## src/rtl/core/wlr_pkg.sv

```systemverilog
// Shared types and constants for the weighted longest run per column block.
// No dependencies; imported by the lane, emitter and top-level modules.
package wlr_pkg;

    // Fixed field widths of the item channels
    localparam int ROW_W     = 32;
    localparam int LEN_W     = 20;
    localparam int TOT_W     = 25;
    localparam int IDX_OUT_W = 5;
    localparam int CFG_W     = 6;

    // Saturation limits and register reset value
    localparam logic [LEN_W-1:0] LEN_MAX   = {LEN_W{1'b1}};
    localparam logic [TOT_W-1:0] TOT_MAX   = {TOT_W{1'b1}};
    localparam logic [CFG_W-1:0] CFG_RESET = 6'd32;

    // Per-lane strobes from the row decoder
    typedef struct packed {
        logic step;  // row accepted and this cluster is in use
        logic set;   // this cluster contains the row
        logic last;  // row is the final one of the matrix
        logic clr;   // drop all run state after this row
    } t_lane_ctl;

endpackage

```

## src/rtl/core/wlr_emit.sv

```systemverilog
// Merge stage: snapshots every lane's kept run and emits one item per cluster
// with a saturating running total. Depends on wlr_pkg for widths and limits.
module wlr_emit #(
    parameter int MAX_CLUSTERS = 32,
    parameter int POS_W        = 10,
    parameter int CNT_W        = 6
) (
    input  logic                          i_clk,
    input  logic                          i_rst_n,
    input  logic                          i_capture,
    input  logic [CNT_W-1:0]              i_count,
    input  logic [wlr_pkg::LEN_W-1:0]     i_len   [MAX_CLUSTERS],
    input  logic [POS_W-1:0]              i_start [MAX_CLUSTERS],
    input  logic [POS_W-1:0]              i_end   [MAX_CLUSTERS],
    output logic                          o_busy,
    output logic                          o_out_valid,
    input  logic                          i_out_stall,
    output logic [wlr_pkg::IDX_OUT_W-1:0] o_cluster_index,
    output logic [wlr_pkg::LEN_W-1:0]     o_best_length,
    output logic [POS_W-1:0]              o_best_start,
    output logic [POS_W-1:0]              o_best_end,
    output logic [wlr_pkg::TOT_W-1:0]     o_total_fitness,
    output logic                          o_last_result
);
    import wlr_pkg::*;

    localparam int IDX_W = (MAX_CLUSTERS > 1) ? $clog2(MAX_CLUSTERS) : 1;
    localparam int ACC_W = TOT_W + 1;

    logic [LEN_W-1:0] r_bank_len   [MAX_CLUSTERS];
    logic [POS_W-1:0] r_bank_start [MAX_CLUSTERS];
    logic [POS_W-1:0] r_bank_end   [MAX_CLUSTERS];
    logic             r_busy;
    logic [IDX_W-1:0] r_idx;
    logic [CNT_W-1:0] r_count;
    logic [TOT_W-1:0] r_total;
    logic             r_out_valid;
    logic [IDX_W-1:0] r_out_idx;
    logic [LEN_W-1:0] r_out_len;
    logic [POS_W-1:0] r_out_start;
    logic [POS_W-1:0] r_out_end;
    logic [TOT_W-1:0] r_out_total;
    logic             r_out_last;

    logic             w_advance;
    logic             w_is_last;
    logic [ACC_W-1:0] w_acc;
    logic [TOT_W-1:0] w_total_sat;

    assign w_advance   = r_busy && (!r_out_valid || !i_out_stall);
    assign w_is_last   = (r_idx == IDX_W'(r_count - CNT_W'(1)));
    assign w_acc       = ACC_W'(r_total) + ACC_W'(r_bank_len[r_idx]);
    assign w_total_sat = w_acc[TOT_W] ? TOT_MAX : w_acc[TOT_W-1:0];

    // Snapshot the kept runs of all lanes on the final row
    always_ff @(posedge i_clk) begin
        if (i_capture) begin
            r_bank_len   <= i_len;
            r_bank_start <= i_start;
            r_bank_end   <= i_end;
        end
    end

    // Walk the clusters in use, one item per cycle while the output is not stalled
    always_ff @(posedge i_clk) begin
        if (!i_rst_n) begin
            r_busy  <= 1'b0;
            r_idx   <= '0;
            r_count <= '0;
            r_total <= '0;
        end else if (i_capture) begin
            r_busy  <= 1'b1;
            r_idx   <= '0;
            r_count <= i_count;
            r_total <= '0;
        end else if (w_advance) begin
            r_total <= w_total_sat;
            if (w_is_last) begin
                r_busy <= 1'b0;
            end else begin
                r_idx <= r_idx + IDX_W'(1);
            end
        end
    end

    // Output register: load on advance, drop once taken
    always_ff @(posedge i_clk) begin
        if (!i_rst_n) begin
            r_out_valid <= 1'b0;
        end else if (w_advance) begin
            r_out_valid <= 1'b1;
        end else if (!i_out_stall) begin
            r_out_valid <= 1'b0;
        end
    end

    always_ff @(posedge i_clk) begin
        if (w_advance) begin
            r_out_idx   <= r_idx;
            r_out_len   <= r_bank_len[r_idx];
            r_out_start <= r_bank_start[r_idx];
            r_out_end   <= r_bank_end[r_idx];
            r_out_total <= w_total_sat;
            r_out_last  <= w_is_last;
        end
    end

    // Running total is registered alongside the item
    assign o_total_fitness = r_out_total;
    assign o_busy          = r_busy;
    assign o_out_valid     = r_out_valid;
    assign o_cluster_index = IDX_OUT_W'(r_out_idx);
    assign o_best_length   = r_out_len;
    assign o_best_start    = r_out_start;
    assign o_best_end      = r_out_end;
    assign o_last_result   = r_out_last;

endmodule

```

## config.mk

```make
export PLATFORM = sky130hd
export DESIGN_NAME = wlr_emit
export DESIGN_NICKNAME = d
export VERILOG_FILES = /design/src/rtl/core/wlr_pkg.sv /design/src/rtl/core/wlr_emit.sv
export SDC_FILE = /design/constraint.sdc
export NUM_CORES = 1
export LEC_CHECK = 0
export ABC_AREA = 1
export BUFFER_PORTS_ARGS = -buffer_cell sky130_fd_sc_hd__buf_4
export CORE_AREA = 3 3 525 527
export DETAILED_ROUTE_END_ITERATION = 12
export DIE_AREA = 0 0 528 530
export PLACE_DENSITY = 0.39
export SYNTH_ARGS = -nofsm -noshare
export SYNTH_HDL_FRONTEND = slang
export SYNTH_SLANG_ARGS = --single-unit
```

## constraint.sdc

```tcl
create_clock -name i_clk -period 4.86 [get_ports i_clk]
set_input_delay 0.243 -clock i_clk [delete_from_list [all_inputs] [get_ports i_clk]]
set_output_delay 0.243 -clock i_clk [all_outputs]
set_load 0.02 [all_outputs]
```

==> reports/metrics.yaml, run 1 <==
pin_count: 1363
core_area_sq_um: 271000
ys_types: 31
syn_area_sq_um: 55200
critical_path_class: "reg -> reg"
ys_ff_latch: 1388
final_cell_mix: "buf_4 (1521), edfxtp_1 (1351), dlygate4sd3_1 (1290)"
arrival_ns: 5.17
finalNetCount: 8449
fmax_mhz: 226
regToRegEndpoint: "r_total[23]"
synth_cells: 4364
cp_slowest_stage_delay_ns: 0.40
fill_cells: 27600
cts-root-buf: "clkbuf_16"
synth_top_area_cell: "edfxtp_1"
hold_ws_ns: 0.110
hold_class: "in -> reg"
drt_wl_total_microns: 277000
path_max_fanout: 102
die_w_microns: 528
worst_path_most_repeated_cell: "nor2_1"
tightest_slew_ns: 1.24
vias: 46600
ant_nets: 0
synthesis.nets: 5677
dieHeight_microns: 530
grt_start_max_net_pins: 185
status: "complete, no violations"
clockBufferDepth: 4
clk_latency_ns: 0.85
worst_r2r_path_depth: 24
avgViaCountPerCell: 4.28
r2r_start: "r_idx[0]"
cts_tree: "yes"
drc_errors: 0
crit_path_end_kind: "register"
fin_tns_setup_ns: 0
yosysSeqAreaShare_pct: 74.8
hold_viol_final: 0
hpwlAfterDp_microns: 208000
htreeDepth: 4
start_util_pct: 20.4
fin_crit_ns: 4.43
yosysWarnings: 0
cts_made_buffers: 176
cp_slowest_cell: "o211ai_1"
crit_start: "r_idx[0]"
r2r_slack_ns: 0.43
cts_sinks: 1388
ys_top_cells_by_area: "edfxtp_1 (73%), nor2_1 (5.9%), o21ai_0 (5.5%)"
start_kind: "register"
cp.required_ns: 5.60
pwr_density_cell_nw_per_um2: 346
antenna_found_initial: 101
final_util_pct: 33.0
cp_cell_sequence: "buf_12 > buf_12 > nor2_1 > nor2_1 > o21ai_0 > o21ai_1 > o211ai_1 > buf_4 > nand4_1 > nand2_1 > inv_1 > ha_1 > nand2_1 > nor2_1 > nand2_1 > nor2_1 > nand2_1 > buf_4 > inv_1 > nor2_4 > buf_4 > nand3_1 > nor2_1 > nor2_1"
finClkSkew_ns: 0.0906
final_common_cell: "buf_4"
synth_top_area_share_pct: 73.4
syn_to_final_growth_pct: 62.1
max-slew-margin-rel_pct: 17.6
wire_per_inst_microns: 25.5
clk_pin_slew_ns: 0.06
grt_pass1_vias: 48200
ir_drop_mv: 0.266
num_rows: 191
grt_pass1_wl_microns: 375000
drtIter0Drc: 3732
dr.pass1.iters: 8
die-area_sq_um: 280000
final-setup-viol-count: 0
finalCritPeriodShare_pct: 91.1
grt_overflow_total: 0
fin_total_pwr_mw: 31.0
drive_gt1_share_pct: 25.2
cap_violations: 0
p_leak_nw: 34.6
avgSynthCellArea_sq_um: 12.7
portBuffers: 1361
endpoint: "r_total[23]"
track_usage_pct: 19.0
worstHoldStart: "i_len[339]"
finalMaxSlewViolations: 0
gp_congestion: 0.849
-- cells by family (layout without fill, tap and decap cells) --
logic type | Yosys count | in the layout | synth area share (%)
xor+xnor | 18 | 18 | 0.285
flops | 1388 | 1388 | 74.8
other cells | 0 | 64 | 0
simple gates | 1439 | 1439 | 10.4
fa+ha+maj | 23 | 23 | 0.535
compound gates | 1058 | 1058 | 10.7
buf+inv | 438 | 3341 | 3.27
-- stage by stage --
step | instance area, sq um | setup slack, ns | instances
detailed placement | 71100 | 0.176 | 9238
finish | 89600 | 0.431 | 10900
global route | 89500 | -0.00198 | 10900
global placement | 71100 | 0.136 | 9238
floorplan | 55200 | 1.36 | 4364
CTS | 89400 | 0.141 | 10800
-- Yosys cell counts --
library cell  number
buf_2             85
nand4_1           73
a21o_1             1
nor2_4             1
xnor2_1            4
fa_1               1
clkinv_1           1
nand3_1          104
o22ai_1          160
nor3_1             1
buf_4              5
buf_1             20
xor2_1            14
clkbuf_1         157
nand3b_1           1
inv_2              6
o21ai_0          606
edfxtp_1        1351
nor2_1           865
nor4_1             1
nand2_1          389
and2_1             1
dfxtp_1           37
or2_2              3
inv_1            159
o221ai_1          24
o211ai_1         136
a21oi_1           25
o21ai_1          106
ha_1              22
buf_6              5
-- worst max-delay path: cells and delay by family, from the launching register on --
kind / cells / cell delay [ns]
DFF: 1 / 0.39
and+or+nand+nor: 13 / 1.71
buffers and inverters: 7 / 1.11
AOI/OAI and AO/OA: 3 / 0.66
adders and majority gates: 1 / 0.31
-- layout make-up --
class | count | area, sq um | area share, %
Antenna cell | 64 | 160 | 0.179
Timing Repair Buffer | 2866 | 25400 | 28.4
Tap cell | 3570 | 4470 | 4.99
Inverter | 166 | 658 | 0.735
Multi-Input combinational cell | 2538 | 12100 | 13.6
Sequential cell | 1388 | 41300 | 46.1
Clock buffer | 220 | 4620 | 5.16
Clock inverter | 89 | 753 | 0.841
-- worst min-delay path by stage --
stage	to	depth (start not counted)
floorplan	r_bank_end[0]	0
global placement	r_bank_len[7]	1
detailed placement	r_bank_end[122]	1
CTS	r_bank_len[452]	2
global route	r_bank_len[399]	2
finish	r_bank_len[339]	2
-- per-layer routing --
layer	GRT usage, %	part of all wire (%)
met1	24.5	42
met2	31.4	47
met3	4.21	6.9
met4	6.30	3.4
met5	0	0.068
-- what timing repair did --
| action | CTS | global route |
|---|---|---|
| hold endpoints to repair | 1355 | 0 |
| setup buffers | 0 | 0 |
| endpoints found under the setup margin | 0 | 15 |
| hold buffers | 1290 | 0 |
| resized for setup | 0 | 2 |
-- flip-flops by register name, indices dropped and copies added, names as in the netlist --
signal	count
r_bank_len	640
r_bank_end	320
r_bank_start	320
o_total_fitness	25
r_total	25
o_best_length	20
o_best_end	10
o_best_start	10
o_cluster_index	5
r_count	5
r_idx	5
o_busy	1
o_last_result	1
o_out_valid	1
-- report_power, final --
part	total, mW	internal (mW)	switching (mW)
Clock	12.7	7.26	5.39
Sequential	14.5	14.2	0.318
Combinational	3.78	1.87	1.92
Power figures use the tool's default switching activity.
==> run 2, diff against run 1 <==
==> constraint.sdc (replaced) <==
create_clock -name i_clk -period 5.54 [get_ports i_clk]
set_input_delay 0.277 -clock i_clk [delete_from_list [all_inputs] [get_ports i_clk]]
set_output_delay 0.277 -clock i_clk [all_outputs]
set_load 0.02 [all_outputs]
==> reports/metrics.yaml, run 2 (synthesized netlist as in run 1, its figures left out) <==
hold_ws_ns: 0.169
pre_cts_slack_ns: 0.648
fin_cells: 10800
portBuffers: 1361
hpwlAfterDp_microns: 208000
worstHoldStart: "i_start[181]"
fin_tns_setup_ns: 0
largest_reg_flops: 640
path_max_fanout: 37
fill_cells: 27600
pwr_density_cell_nw_per_um2: 305
r2r_slack_ns: 0.77
syn_to_final_growth_pct: 60.8
largest-register: "r_bank_len"
final_cell_mix: "buf_4 (1493), edfxtp_1 (1351), dlygate4sd3_1 (1290)"
antenna_found_initial: 101
p_leak_nw: 34.2
cts_sinks: 1388
pin_count: 1363
finalNetCount: 8395
top_regs: "r_bank_len x640, r_bank_end x320, r_bank_start x320"
hold_class: "in -> reg"
track_usage_pct: 19.1
fin_crit_ns: 4.77
rsz0062_at_grt: "no"
vias: 46300
endpoint: "o_total_fitness[13]"
cts-root-buf: "clkbuf_16"
wire_per_inst_microns: 25.7
critical_path_class: "reg -> reg"
dpl_cell_area_sq_um: 70400
ir_drop_mv: 0.218
grt_pass1_vias: 48400
finalMaxSlewViolations: 0
cp.required_ns: 6.11
r2r_start: "r_idx[1]"
dr.pass1.iters: 5
finalCritPeriodShare_pct: 86.0
dieHeight_microns: 530
core_area_sq_um: 271000
grt_start_max_net_pins: 161
drt_wl_total_microns: 279000
die_w_microns: 528
tightest_slew_ns: 1.07
fmax_mhz: 210
grt_pass1_wl_microns: 378000
clockBufferDepth: 4
clk_latency_ns: 0.82
worst_r2r_path_depth: 21
clk_pin_slew_ns: 0.06
cp_slowest_stage_delay_ns: 0.73
crit_start: "r_idx[1]"
drive_gt1_share_pct: 24.4
place_inst: 9185
cts_made_buffers: 175
ant_nets: 0
fin_total_pwr_mw: 27.1
postCtsHoldBufs: 1290
crit_path_end_kind: "register"
fin_ws_ns: 0.773
drtIter0Drc: 3766
start_util_pct: 20.4
max-slew-margin-rel_pct: 28.9
final-setup-viol-count: 0
finClkSkew_ns: 0.0382
drc_errors: 0
status: "complete, no violations"
grt_overflow_total: 0
hold_viol_final: 0
cts_tree: "yes"
start_kind: "register"
num_rows: 191
final_cell_area_sq_um: 88800
htreeDepth: 4
die-area_sq_um: 280000
arrival_ns: 5.33
worst_path_most_repeated_cell: "nand2_1"
avgViaCountPerCell: 4.27
cts_setup_buffers: 0
cap_violations: 0
cp_slowest_cell: "dfxtp_4"
final_util_pct: 32.8
postCtsResizedCells: 0
gp_congestion: 0.836
final_common_cell: "buf_4"
regToRegEndpoint: "o_total_fitness[13]"
cp_cell_sequence: "buf_12 > buf_4 > o21ai_0 > o22ai_1 > nand2_1 > nand4_1 > nand2_1 > inv_1 > ha_1 > nand2_1 > inv_1 > nand2_1 > nand2_1 > inv_1 > nand3_1 > nand2_1 > nand3_1 > buf_4 > buf_4 > nor2_1 > inv_1"
-- run 2: per-layer routing --
metal	up-vias	GRT usage [%]	share of wire (%)
met5	-	0	0.070
met2	1763	32.5	48
met3	327	3.95	6.6
li1	21400	-	-
met1	22800	24.9	43
met4	32	4.38	2.2
-- run 2: worst min path at each step --
stage	endpoint	slack, ns	depth (start not counted)
after global routing	r_bank_len[75]	0.11	2
after global placement	r_bank_len[490]	0.46	1
final	r_bank_start[181]	0.17	2
after floorplan	r_bank_end[0]	0.38	0
after detailed placement	r_bank_start[32]	0.46	1
after CTS	r_bank_start[197]	0.07	2
-- run 2: power breakdown --
part | switching, mW | total [mW] | internal, mW
Combinational | 1.68 | 3.27 | 1.59
Sequential | 0.275 | 12.7 | 12.5
Clock | 4.68 | 11.1 | 6.38
-- run 2: critical path, delay by kind of cell, from the launching register on --
family                     cells  cell delay [ns]
and+or+nand+nor               10             1.64
DFF                            1             0.73
adders and majority gates      1             0.32
buffers and inverters          8             1.27
AOI/OAI and AO/OA              2             0.44
-- run 2: layout make-up --
cell class,instances,area [sq um],share of cell area [%]
timing repair buffer,2813,24700,27.8
multi-input combinational,2538,12100,13.7
clock buffer,229,4660,5.24
tap,3570,4470,5.03
antenna,60,150,0.169
sequential,1388,41300,46.5
inverter,166,658,0.741
clock inverter,85,719,0.810
