$ cat config.mk
export PLATFORM = sky130hd
export DESIGN_NAME = wlr_lane
export DESIGN_NICKNAME = d
export VERILOG_FILES = /design/src/rtl/core/wlr_pkg.sv /design/src/rtl/core/wlr_lane.sv
export SDC_FILE = /design/constraint.sdc
export NUM_CORES = 1
export LEC_CHECK = 0
export BUFFER_PORTS_ARGS = -buffer_cell sky130_fd_sc_hd__buf_2
export CORE_ASPECT_RATIO = 1.2
export CORE_MARGIN = 2
export CORE_UTILIZATION = 60
export CTS_CLUSTER_SIZE = 10
export DETAILED_ROUTE_END_ITERATION = 6
export PLACE_DENSITY_LB_ADDON = 0.15
export SLEW_MARGIN = 20
export SYNTH_ARGS = -nofsm -noshare
export SYNTH_HDL_FRONTEND = slang
export SYNTH_SLANG_ARGS = --single-unit
export TNS_END_PERCENT = 20
$ cat constraint.sdc
create_clock -name i_clk -period 23.8 [get_ports i_clk]
set_clock_uncertainty 0.1 [all_clocks]
set_input_delay 7.14 -clock i_clk [delete_from_list [all_inputs] [get_ports i_clk]]
set_output_delay 7.14 -clock i_clk [all_outputs]
set_load 0.01 [all_outputs]
$ cat src/rtl/core/wlr_pkg.sv
// Shared types and constants for the weighted longest run per column block.
// No dependencies; imported by the lane, emitter and top-level modules.
package wlr_pkg;

    // Fixed field widths of the item channels
    localparam int ROW_W     = 32;
    localparam int LEN_W     = 20;
    localparam int TOT_W     = 25;
    localparam int IDX_OUT_W = 5;
    localparam int CFG_W     = 6;

    // Saturation limits and register reset value
    localparam logic [LEN_W-1:0] LEN_MAX   = {LEN_W{1'b1}};
    localparam logic [TOT_W-1:0] TOT_MAX   = {TOT_W{1'b1}};
    localparam logic [CFG_W-1:0] CFG_RESET = 6'd32;

    // Per-lane strobes from the row decoder
    typedef struct packed {
        logic step;  // row accepted and this cluster is in use
        logic set;   // this cluster contains the row
        logic last;  // row is the final one of the matrix
        logic clr;   // drop all run state after this row
    } t_lane_ctl;

endpackage

$ cat src/rtl/core/wlr_lane.sv
// One cluster lane: tracks the open run and the heaviest kept run.
// Depends on wlr_pkg for widths, saturation limit and the control struct.
module wlr_lane #(
    parameter int WEIGHT_BITS = 10,
    parameter int POS_W       = 10
) (
    input  logic                      i_clk,
    input  logic                      i_rst_n,
    input  wlr_pkg::t_lane_ctl        i_ctl,
    input  logic [WEIGHT_BITS-1:0]    i_weight,
    input  logic [POS_W-1:0]          i_pos,
    input  logic [POS_W-1:0]          i_prev,
    output logic [wlr_pkg::LEN_W-1:0] o_kept_len,
    output logic [POS_W-1:0]          o_kept_start,
    output logic [POS_W-1:0]          o_kept_end
);
    import wlr_pkg::*;

    localparam int SUM_W = LEN_W + 1;

    logic [LEN_W-1:0] r_len, n_len;
    logic [POS_W-1:0] r_start, n_start;
    logic             r_in_run, n_in_run;
    logic [LEN_W-1:0] r_kept, n_kept;
    logic [POS_W-1:0] r_kstart, n_kstart;
    logic [POS_W-1:0] r_kend, n_kend;
    logic [SUM_W-1:0] w_sum;
    logic [LEN_W-1:0] w_len_sat;

    // Extend the open run, saturating at the length limit
    assign w_sum     = SUM_W'(r_len) + SUM_W'(i_weight);
    assign w_len_sat = w_sum[LEN_W] ? LEN_MAX : w_sum[LEN_W-1:0];

    // Advance the run; offer it to the kept slot when it closes
    always_comb begin
        n_len    = r_len;
        n_start  = r_start;
        n_in_run = r_in_run;
        n_kept   = r_kept;
        n_kstart = r_kstart;
        n_kend   = r_kend;
        if (i_ctl.step) begin
            if (i_ctl.set) begin
                n_len = w_len_sat;
                if (!r_in_run) begin
                    n_start  = i_pos;
                    n_in_run = 1'b1;
                end
                // final row closes the open run here
                if (i_ctl.last && (w_len_sat > r_kept)) begin
                    n_kept   = w_len_sat;
                    n_kstart = n_start;
                    n_kend   = i_pos;
                end
            end else if (r_in_run) begin
                if (r_len > r_kept) begin
                    n_kept   = r_len;
                    n_kstart = r_start;
                    n_kend   = i_prev;
                end
                n_len    = '0;
                n_in_run = 1'b0;
            end
        end
    end

    // Hold state; clear after the final row of a matrix
    always_ff @(posedge i_clk) begin
        if (!i_rst_n || i_ctl.clr) begin
            r_len    <= '0;
            r_start  <= '0;
            r_in_run <= 1'b0;
            r_kept   <= '0;
            r_kstart <= '0;
            r_kend   <= '0;
        end else begin
            r_len    <= n_len;
            r_start  <= n_start;
            r_in_run <= n_in_run;
            r_kept   <= n_kept;
            r_kstart <= n_kstart;
            r_kend   <= n_kend;
        end
    end

    assign o_kept_len   = n_kept;
    assign o_kept_start = n_kstart;
    assign o_kept_end   = n_kend;

endmodule

==> metrics.md, run 1 <==
| Metric | Value |
|---|---|
| Worst skew pair latency | 0.36 ns |
| Crit-path max FO | 36 |
| Min-Delay Path Class | reg -> reg |
| Starting Density | 0.621 |
| Setup TNS | 0 ns |
| P&R area growth vs syn | 9.36% |
| Number of synthesized register bits | 71 |
| Post_cts resized | 0 |
| Die ar. | 0.00974 mm2 |
| Final Hold Vio Count | 0 |
| CP Data Required Time | 16.56 ns |
| Final Cycle Share | 0.816 |
| Syn nets | 738 |
| Die Y | 108 um |
| Final slew viol count | 0 |
| Max incr delay on CP | 0.60 ns |
| H-Tree Depth | 3 |
| Detailed Routing Iterations Pass 1 | 6 |
| Area of the core | 0.00866 mm2 |
| Dpl hpwl | 10500 um |
| Antenna violations before repair | 0 |
| CP Buf/Inv Count | 2 |
| Synth Instances | 651 |
| CTS max path bufs | 2 |
| Unrepaired setup endpoints after global routing | no |
| Iteration-0 DRC Markers | 339 |
| CTS tree | done |
| Outcome | complete, no violations |
| Routed vias/inst | 6.34 |
| Routed length per instance | 18.2 um |
| Worst slew margin | 0.328 |
| CTS Sinks | 71 |
| Die width | 90.4 um |
| Setup bufs post-CTS | 0 |
| Critical Path AT | 12.17 ns |
| PD cells | 50.0 mW/mm2 |
| Tot GR Track Use | 0.311 |
| CTS clk-pin slew, worst paths | 0.08 ns |
| Min Hold Slack | 0.377 ns |
| # diodes | 0 |
| Met3 Use GR | 0.0315 |
| CP cell instances | buf_2 > ha_1 > fa_1 > a21o_1 > a221oi_2 > o21ai_2 > nand2_1 > nand2_1 > ha_1 > nand4_4 > nor4_4 > a22oi_2 > a31o_4 > nor2_8 > nor2_4 > a221o_1 > buf_2 |
| Fmax | 51.5 MHz |
| Final GP Congestion | 0.924 |
| Port bufs | 75 |
| Ys flop type | dfxtp_1 |
| Path type of the worst setup path | in -> out |
| Ys async rst share | 0 |
| Root buffer cell | clkbuf_8 |
| Synth unique cells | 71 |
| Cts bufs inserted | 9 |
| P_leak | 2.63 nW |
| CTS Hold Bufs | 0 |
| Number of global-route vias before repair | 5055 |
| Max-Cap Viols | 0 |
| Setup Viol. Count Final | 0 |
| Grt met2 use | 0.554 |
| Worst Max-Slew Pin Slew | 1.01 ns |
| DRT antenna net count | 0 |
| Min cycle time layout | 19.41 ns |
| Met1 Resource Use GR | 0.377 |
| Largest net degree at the start of global routing | 58 |
| Gr ovfl total | 0 |
| Sequential element share of the synthesized area | 0.264 |
| Setup crit end kind | output pin |
| Syn. warnings | 0 |
| Cell Area, Synth | 0.00538 mm2 |
| Post-synth EDFFs | 0 |
| WL final | 15000 um |
| Via count | 5222 |
| Residual DRC count | 0 |
| Largest delay share family, worst path | simple AND/OR/NAND/NOR gates |
| Grt peak-use layer | met2 |
| Avg Cell Area, Syn | 8.26 um2 |
| Maximum vdd drop | 0.0463 mV |
| Slowest CP cell | nand2_1 |
| Global-route wire length before repair | 24300 um |
| I/O pin count | 76 |
| Site Rows | 37 |
| Layout cells sized above 1 | 0.205 |
| Crit path launch type | input port |
| Final Net Count | 789 |
## path summary, 6_finish.rpt
path         cells past startpoint               startpoint                 endpoint  slack, ns
min                              2  r_start[9]$_SDFFE_PP0P_  r_start[9]$_SDFFE_PP0P_       0.38
min reg2reg                      2  r_start[9]$_SDFFE_PP0P_  r_start[9]$_SDFFE_PP0P_       0.38
max reg2reg                     16    r_len[0]$_SDFFE_PP0P_    r_kept[13]$_SDFF_PP0_      18.29
max                             17              i_weight[0]           o_kept_len[18]       4.39
## power by group
| group | internal, mW | switching, mW | total [mW] |
|---|---|---|---|
| registers | 0.121 | 0.00184 | 0.122 |
| clock network | 0.0596 | 0.0518 | 0.111 |
| logic | 0.0227 | 0.0377 | 0.0603 |
| total | 0.203 | 0.0913 | 0.294 |
## metrics by stage
step	power, mW	util	instances	setup slack, ns	cell area (um2)
3_3_place_gp	0.183	0.653	808	4.63	5650
3_5_place_dp	0.185	0.654	808	4.47	5660
6_report	0.294	0.679	824	4.39	5880
2_1_floorplan	0.169	-	651	5.68	5380
5_1_grt	0.305	0.679	824	4.16	5880
4_1_cts	0.293	0.679	824	4.46	5880
## layout make-up
cell class,count,area (um2)
Inverter,27,101
Fill cell,765,2780
Sequential cell,71,1420
Clock inverter,6,92.6
Tap cell,117,146
Clock buffer,10,128
Multi-Input combinational cell,516,3600
Timing Repair Buffer,77,390
## worst register-to-register path, cell delays in order (launching register included)
cell and delay (ns):
dfxtp_1 0.34, ha_1 0.22, fa_1 0.42, a21o_1 0.20, a221oi_2 0.41, o21ai_2 0.21, nand2_1 0.60, nand2_1 0.22
ha_1 0.40, nand4_4 0.14, nor4_4 0.33, a22oi_2 0.15, a31o_4 0.35, nor2_8 0.51, nor2_4 0.27, a221o_1 0.36
nor2b_1 0.13
## sequential cells by signal (all words and copies together), names as in the netlist
name and cells:
r_len 20, r_start 10, r_kept 20, r_kstart 10, r_in_run 1, r_kend 10
## layer usage
metal  vias up  routed length (um)  part of all wire
met2       199                7350              0.49
met3        34                 752             0.050
met4         0                 501             0.033
met1      2506                6400              0.43
li1       2483                   -                 -
met5         -                   0                 0
## layout by cell type, fill, tap and decap left out, types with 12 or more instances in the layout
cell type / synthesis / routed
nand2_1: 93 / 93
buf_2: 5 / 75
dfxtp_1: 71 / 71
ha_1: 50 / 50
nand3_1: 45 / 45
nor2_1: 43 / 43
a21oi_1: 42 / 42
inv_1: 27 / 27
a22oi_1: 17 / 17
a31oi_1: 15 / 15
nor3_1: 14 / 14
and3b_1: 14 / 14
o21ai_0: 14 / 13
mux2_2: 12 / 12
## cell families after synthesis
kind of cell | after synthesis | synth area share
AOI/OAI and AO/OA | 174 | 0.240
xor gates and xnor gates | 15 | 0.0244
adders and majority gates | 51 | 0.120
buffers and inverters | 64 | 0.0682
DFF | 71 | 0.264
muxes | 19 | 0.0382
and+or+nand+nor | 257 | 0.245
## Yosys cell counts, types with 15 or more instances
cell type / number / area share
nand2_1: 93 / 0.065
dfxtp_1: 71 / 0.26
ha_1: 50 / 0.12
nand3_1: 45 / 0.042
nor2_1: 43 / 0.030
a21oi_1: 42 / 0.039
inv_1: 27 / 0.019
clkbuf_1: 18 / 0.013
a22oi_1: 17 / 0.024
a31oi_1: 15 / 0.017
Power figures use the tool's default switching activity.
==> run 2: changes to the inputs <==
CORE_UTILIZATION = 59   (was 60)
clock period = 20.3 ns   (was 23.8 ns; I/O delays follow)
==> metrics.md, run 2 (synthesized netlist as in run 1, its figures left out) <==
| Metric | Value |
|---|---|
| Final core utilization | 0.658 (-0.0207) |
| Final GP Congestion | 0.943 (+2.1%) |
| Worst skew pair latency | 0.36 ns (about the same) |
| CTS Hold Bufs | 0 (unchanged) |
| PD cells | 59.1 mW/mm2 (+18%) |
| CP Data Required Time | 14.11 ns (-2.45 ns) |
| Crit-path max FO | 36 (unchanged) |
| Outcome | complete, no violations |
| Die width | 91.1 um (+0.80%) |
| Number of global-route vias before repair | 4978 (-1.5%) |
| Min-Delay Path Class | reg -> reg |
| Hold path startpoint | r_start[0]$_SDFFE_PP0P_ |
| Gr ovfl total | 0 (unchanged) |
| Detailed Routing Iterations Pass 1 | 5 (-1) |
| Routed length per instance | 18.1 um (-0.77%) |
| Starting Density | 0.601 (-0.0196) |
| Iteration-0 DRC Markers | 341 (+0.59%) |
| Via count | 5188 (-0.65%) |
| Antenna violations before repair | 0 (unchanged) |
| Final slew viol count | 0 (unchanged) |
| Top Registers | r_kept x20, r_len x20 |
| Fin area | 0.00589 mm2 (+0.11%) |
| Cts bufs inserted | 9 (unchanged) |
| Path type of the worst setup path | in -> out |
| Root buffer cell | clkbuf_8 |
| CTS max path bufs | 2 (unchanged) |
| WL final | 14900 um (-0.41%) |
| I/O pin count | 76 (unchanged) |
| Critical Path AT | 11.00 ns (-1.17 ns) |
| Commonest non-fill, non-tap cell in the layout | nand2_1 |
| Worst Max-Slew Pin Slew | 1.01 ns (+0.00651 ns) |
| # diodes | 0 (unchanged) |
| Layout cells sized above 1 | 0.207 (+0.00141) |
| Reg2reg start | r_len[3]$_SDFFE_PP0P_ |
| Tot Pwr | 0.348 mW (+18%) |
| Die Y | 109 um (+0.81%) |
| Post_cts resized | 0 (unchanged) |
| Area of the core | 0.00894 mm2 (+3.3%) |
| Port bufs | 75 (unchanged) |
| P&R area growth vs syn | 9.47% |
| Setup bufs post-CTS | 0 (unchanged) |
| Global-route wire length before repair | 24000 um (-1.2%) |
| Routed vias/inst | 6.27 (-1.0%) |
| Final Cycle Share | 0.847 |
| Max-Cap Viols | 0 (unchanged) |
| Post-Place Cell Area | 0.00566 mm2 (about the same) |
| Site Rows | 38 (+2.7%) |
| Tot GR Track Use | 0.303 (-0.00840) |
| Setup crit end kind | output pin |
| Unrepaired setup endpoints after global routing | no |
| Residual DRC count | 0 (unchanged) |
| Largest net degree at the start of global routing | 43 (-26%) |
| Setup crit start | i_weight[0] |
| Setup TNS | 0 ns (unchanged) |
| DRT antenna net count | 0 (unchanged) |
| H-Tree Depth | 3 (unchanged) |
| CTS Sinks | 71 (unchanged) |
| Setup Viol. Count Final | 0 (unchanged) |
| CTS clk-pin slew, worst paths | 0.08 ns (about the same) |
| Worst slew margin | 0.324 (-0.00434) |
| Commonest non-fill, non-tap cells in the layout | nand2_1, buf_2, dfxtp_1 |
| Maximum vdd drop | 0.0368 mV (-20%) |
| Fmax | 58.2 MHz |
| CTS tree | done |
| Crit path launch type | input port |
| Min cycle time layout | 17.19 ns |
| Die ar. | 0.00990 mm2 (+1.6%) |
| Dpl hpwl | 10500 um (+0.34%) |
| P_leak | 2.63 nW (+0.15%) |
| Final Net Count | 789 (unchanged) |
| Final Hold Vio Count | 0 (unchanged) |
-- run 2: stage by stage --
step	instances	hold slack, ns	setup WS, ns
2_1_floorplan	651	0.346	4.28
3_3_place_gp	811	0.354	3.25
3_5_place_dp	811	0.368	3.17
4_1_cts	827	0.378	3.14
5_1_grt	827	0.399	2.85
6_report	827	0.376	3.11
-- run 2: area by class of cell --
cell class	instances	area [um2]
fill	849	3050
clock buffer	10	138
sequential	71	1420
tap	120	150
inverter	27	101
timing repair buffer	77	390
clock inverter	6	90.1
multi-input combinational	516	3590
-- run 2: critical path, stage by stage --
cell      delay [ns]
buf_2           0.10
ha_1            0.21
fa_1            0.41
a21o_1          0.21
a221oi_2        0.35
o21ai_2         0.19
nand2_1         0.58
nand2_1         0.21
ha_1            0.37
nand4_2         0.17
nor4_4          0.32
a22oi_2         0.16
a31o_4          0.35
nor2_8          0.49
nor2_4          0.25
a221o_1         0.36
buf_2           0.14
-- run 2: per-layer routing --
metal | part of all wire | routed length (um) | vias up | GRT usage
met1 | 0.42 | 6350 | 2475 | 0.375
met2 | 0.50 | 7400 | 198 | 0.534
met3 | 0.057 | 846 | 22 | 0.0418
met5 | 0 | 0 | - | 0
met4 | 0.023 | 346 | 0 | 0.116
li1 | - | - | 2493 | -
-- run 2: worst paths after layout --
check	endpoint	slack (ns)	depth (start not counted)
min reg2reg	r_start[0]$_SDFFE_PP0P_	0.38	2
max reg2reg	r_kept[13]$_SDFF_PP0_	14.90	17
min	r_start[0]$_SDFFE_PP0P_	0.38	2
max	o_kept_len[13]	3.11	17
-- run 2: where the power goes --
part / switching, mW / internal [mW]
clock network: 0.0606 / 0.0732
registers: 0.00214 / 0.141
logic: 0.0440 / 0.0265
==> run 3: changes to the inputs <==
CORE_UTILIZATION = 53   (was 59)
clock period = 15.14 ns   (was 20.3 ns; I/O delays follow)
==> metrics.md, run 3 (synthesized netlist as in run 1, its figures left out) <==
| Metric | Value |
|---|---|
| CP cell instances | buf_2 > ha_1 > fa_1 > a21o_1 > a221oi_2 > o21ai_2 > nand2_1 > nand2_1 > ha_1 > nand4_4 > nor4_4 > a22oi_2 > a31o_4 > nor2_8 > nor2_4 > a221o_1 > buf_2 |
| DRT antenna net count | 0 (unchanged) |
| Die width | 95.9 um (+5.3%) |
| Iteration-0 DRC Markers | 356 (+4.4%) |
| CP Data Required Time | 10.50 ns (-3.61 ns) |
| Die ar. | 0.0110 mm2 (+11%) |
| FILL cells | 923 (+8.7%) |
| Starting Density | 0.540 (-0.0617) |
| Final Cycle Share | 0.936 |
| Commonest non-fill, non-tap cells in the layout | nand2_1, buf_2, dfxtp_1 |
| Port bufs | 75 (unchanged) |
| Worst Slack Setup Final | 0.974 ns (-2.14 ns) |
| I/O pin count | 76 (unchanged) |
| Area of the multi-input gates | 0.00359 mm2 (unchanged) |
| Final core utilization | 0.598 (-0.0600) |
| Commonest non-fill, non-tap cell in the layout | nand2_1 |
| WL final | 15400 um (+2.9%) |
| CTS max path bufs | 2 (unchanged) |
| Setup crit end kind | output pin |
| Cts bufs inserted | 9 (unchanged) |
| Unrepaired setup endpoints after global routing | no |
| Routed length per instance | 18.5 um (+2.2%) |
| P_leak | 2.66 nW (+0.97%) |
| Number of global-route vias before repair | 4926 (-1.0%) |
| Routed vias/inst | 6.22 (-0.85%) |
| Root buffer cell | clkbuf_16 |
| Global-route wire length before repair | 24500 um (+2.1%) |
| Detailed Routing Iterations Pass 1 | 5 (unchanged) |
| Tot GR Track Use | 0.288 (-0.0150) |
| Post_cts resized | 0 (unchanged) |
| H-Tree Depth | 3 (unchanged) |
| CP Buf/Inv Count | 2 (unchanged) |
| Max-Cap Viols | 0 (unchanged) |
| CTS Hold Bufs | 0 (unchanged) |
| Crit-path max FO | 36 (unchanged) |
| Final GP Congestion | 0.962 (+2.0%) |
| Path type of the worst setup path | in -> out |
| P&R area growth vs syn | 10.9% |
| Via count | 5175 (-0.25%) |
| Min cycle time layout | 14.17 ns |
| PD cells | 84.4 mW/mm2 (+43%) |
| Die Y | 114 um (+5.3%) |
| CTS tree | done |
| Crit path launch type | input port |
| Worst slew margin | 0.310 (-0.0143) |
| Critical Path AT | 9.52 ns (-1.48 ns) |
| Final Hold Vio Count | 0 (unchanged) |
| Worst slack, placed | 1.01 ns (-2.16 ns) |
| Worst Max-Slew Pin Slew | 1.04 ns (+0.0215 ns) |
| Setup TNS | 0 ns (unchanged) |
| Maximum vdd drop | 0.0762 mV (+110%) |
| Worst skew pair latency | 0.34 ns (-0.02 ns) |
| Final slew viol count | 0 (unchanged) |
| Max incr delay on CP | 0.61 ns (+0.03 ns) |
| CTS Sinks | 71 (unchanged) |
| Antenna violations before repair | 0 (unchanged) |
| Gr ovfl total | 0 (unchanged) |
| Largest net degree at the start of global routing | 41 (-4.7%) |
| Largest delay share family, worst path | simple AND/OR/NAND/NOR gates |
| Site Rows | 40 (+5.3%) |
| Top Registers | r_kept x20, r_len x20 |
| Min Hold Slack | 0.368 ns (-0.00808 ns) |
| Setup bufs post-CTS | 0 (unchanged) |
| Slowest CP cell | nand2_1 |
| Outcome | complete, no violations |
| Residual DRC count | 0 (unchanged) |
| Tot Pwr | 0.503 mW (+45%) |
| Setup Viol. Count Final | 0 (unchanged) |
| # diodes | 0 (unchanged) |
| CTS clk-pin slew, worst paths | 0.06 ns (-0.02 ns) |
| Dpl hpwl | 10800 um (+3.2%) |
| Final Net Count | 790 (+0.13%) |
| Layout cells sized above 1 | 0.204 (-0.00254) |
| Reg area | 0.00142 mm2 (unchanged) |
| Area of the core | 0.00996 mm2 (+11%) |
| Min-Delay Path Class | reg -> reg |
| Fmax | 70.6 MHz |
==> run 3: layout make-up <==
class / instances / area share
Clock buffer: 11 / 0.0407
Clock inverter: 3 / 0.00756
Inverter: 27 / 0.0170
Multi-Input combinational cell: 516 / 0.603
Sequential cell: 71 / 0.238
Tap cell: 126 / 0.0264
Timing Repair Buffer: 78 / 0.0668
==> run 3: power by group <==
part           total [mW]  internal [mW]  switching [mW]
logic              0.0954         0.0357          0.0597
registers           0.193          0.190         0.00286
clock network       0.215          0.130          0.0846
==> run 3: routing by layer <==
metal / vias to the layer above / wire length (um) / global-route usage
met5: - / 0 / 0
li1: 2495 / - / -
met2: 180 / 7730 / 0.505
met1: 2471 / 6500 / 0.351
met3: 29 / 716 / 0.0323
met4: 0 / 426 / 0.123
==> run 3: worst register-to-register path, delay by kind of cell (launching register included) <==
kind | cells | cell delay [ns]
DFF | 1 | 0.34
and+or+nand+nor | 7 | 2.18
AOI/OAI and AO/OA | 6 | 1.68
adders and majority gates | 3 | 1.03
==> run 3: final timing paths <==
| check | start | to | slack (ns) | cells after the start |
|---|---|---|---|---|
| worst max-delay path | i_weight[0] | o_kept_len[18] | 0.97 | 17 |
| worst min-delay path | r_start[4]$_SDFFE_PP0P_ | r_start[4]$_SDFFE_PP0P_ | 0.37 | 2 |
| worst max register to register | r_len[0]$_SDFFE_PP0P_ | r_kept[18]$_SDFF_PP0_ | 9.70 | 16 |
| worst min register to register | r_start[4]$_SDFFE_PP0P_ | r_start[4]$_SDFFE_PP0P_ | 0.37 | 2 |
==> run 3: stage by stage <==
stage                     cells  area, um2
after floorplan             651       5380
after CTS                   832       5960
after global routing        832       5960
final                       832       5960
after global placement      818       5670
after detailed placement    818       5670
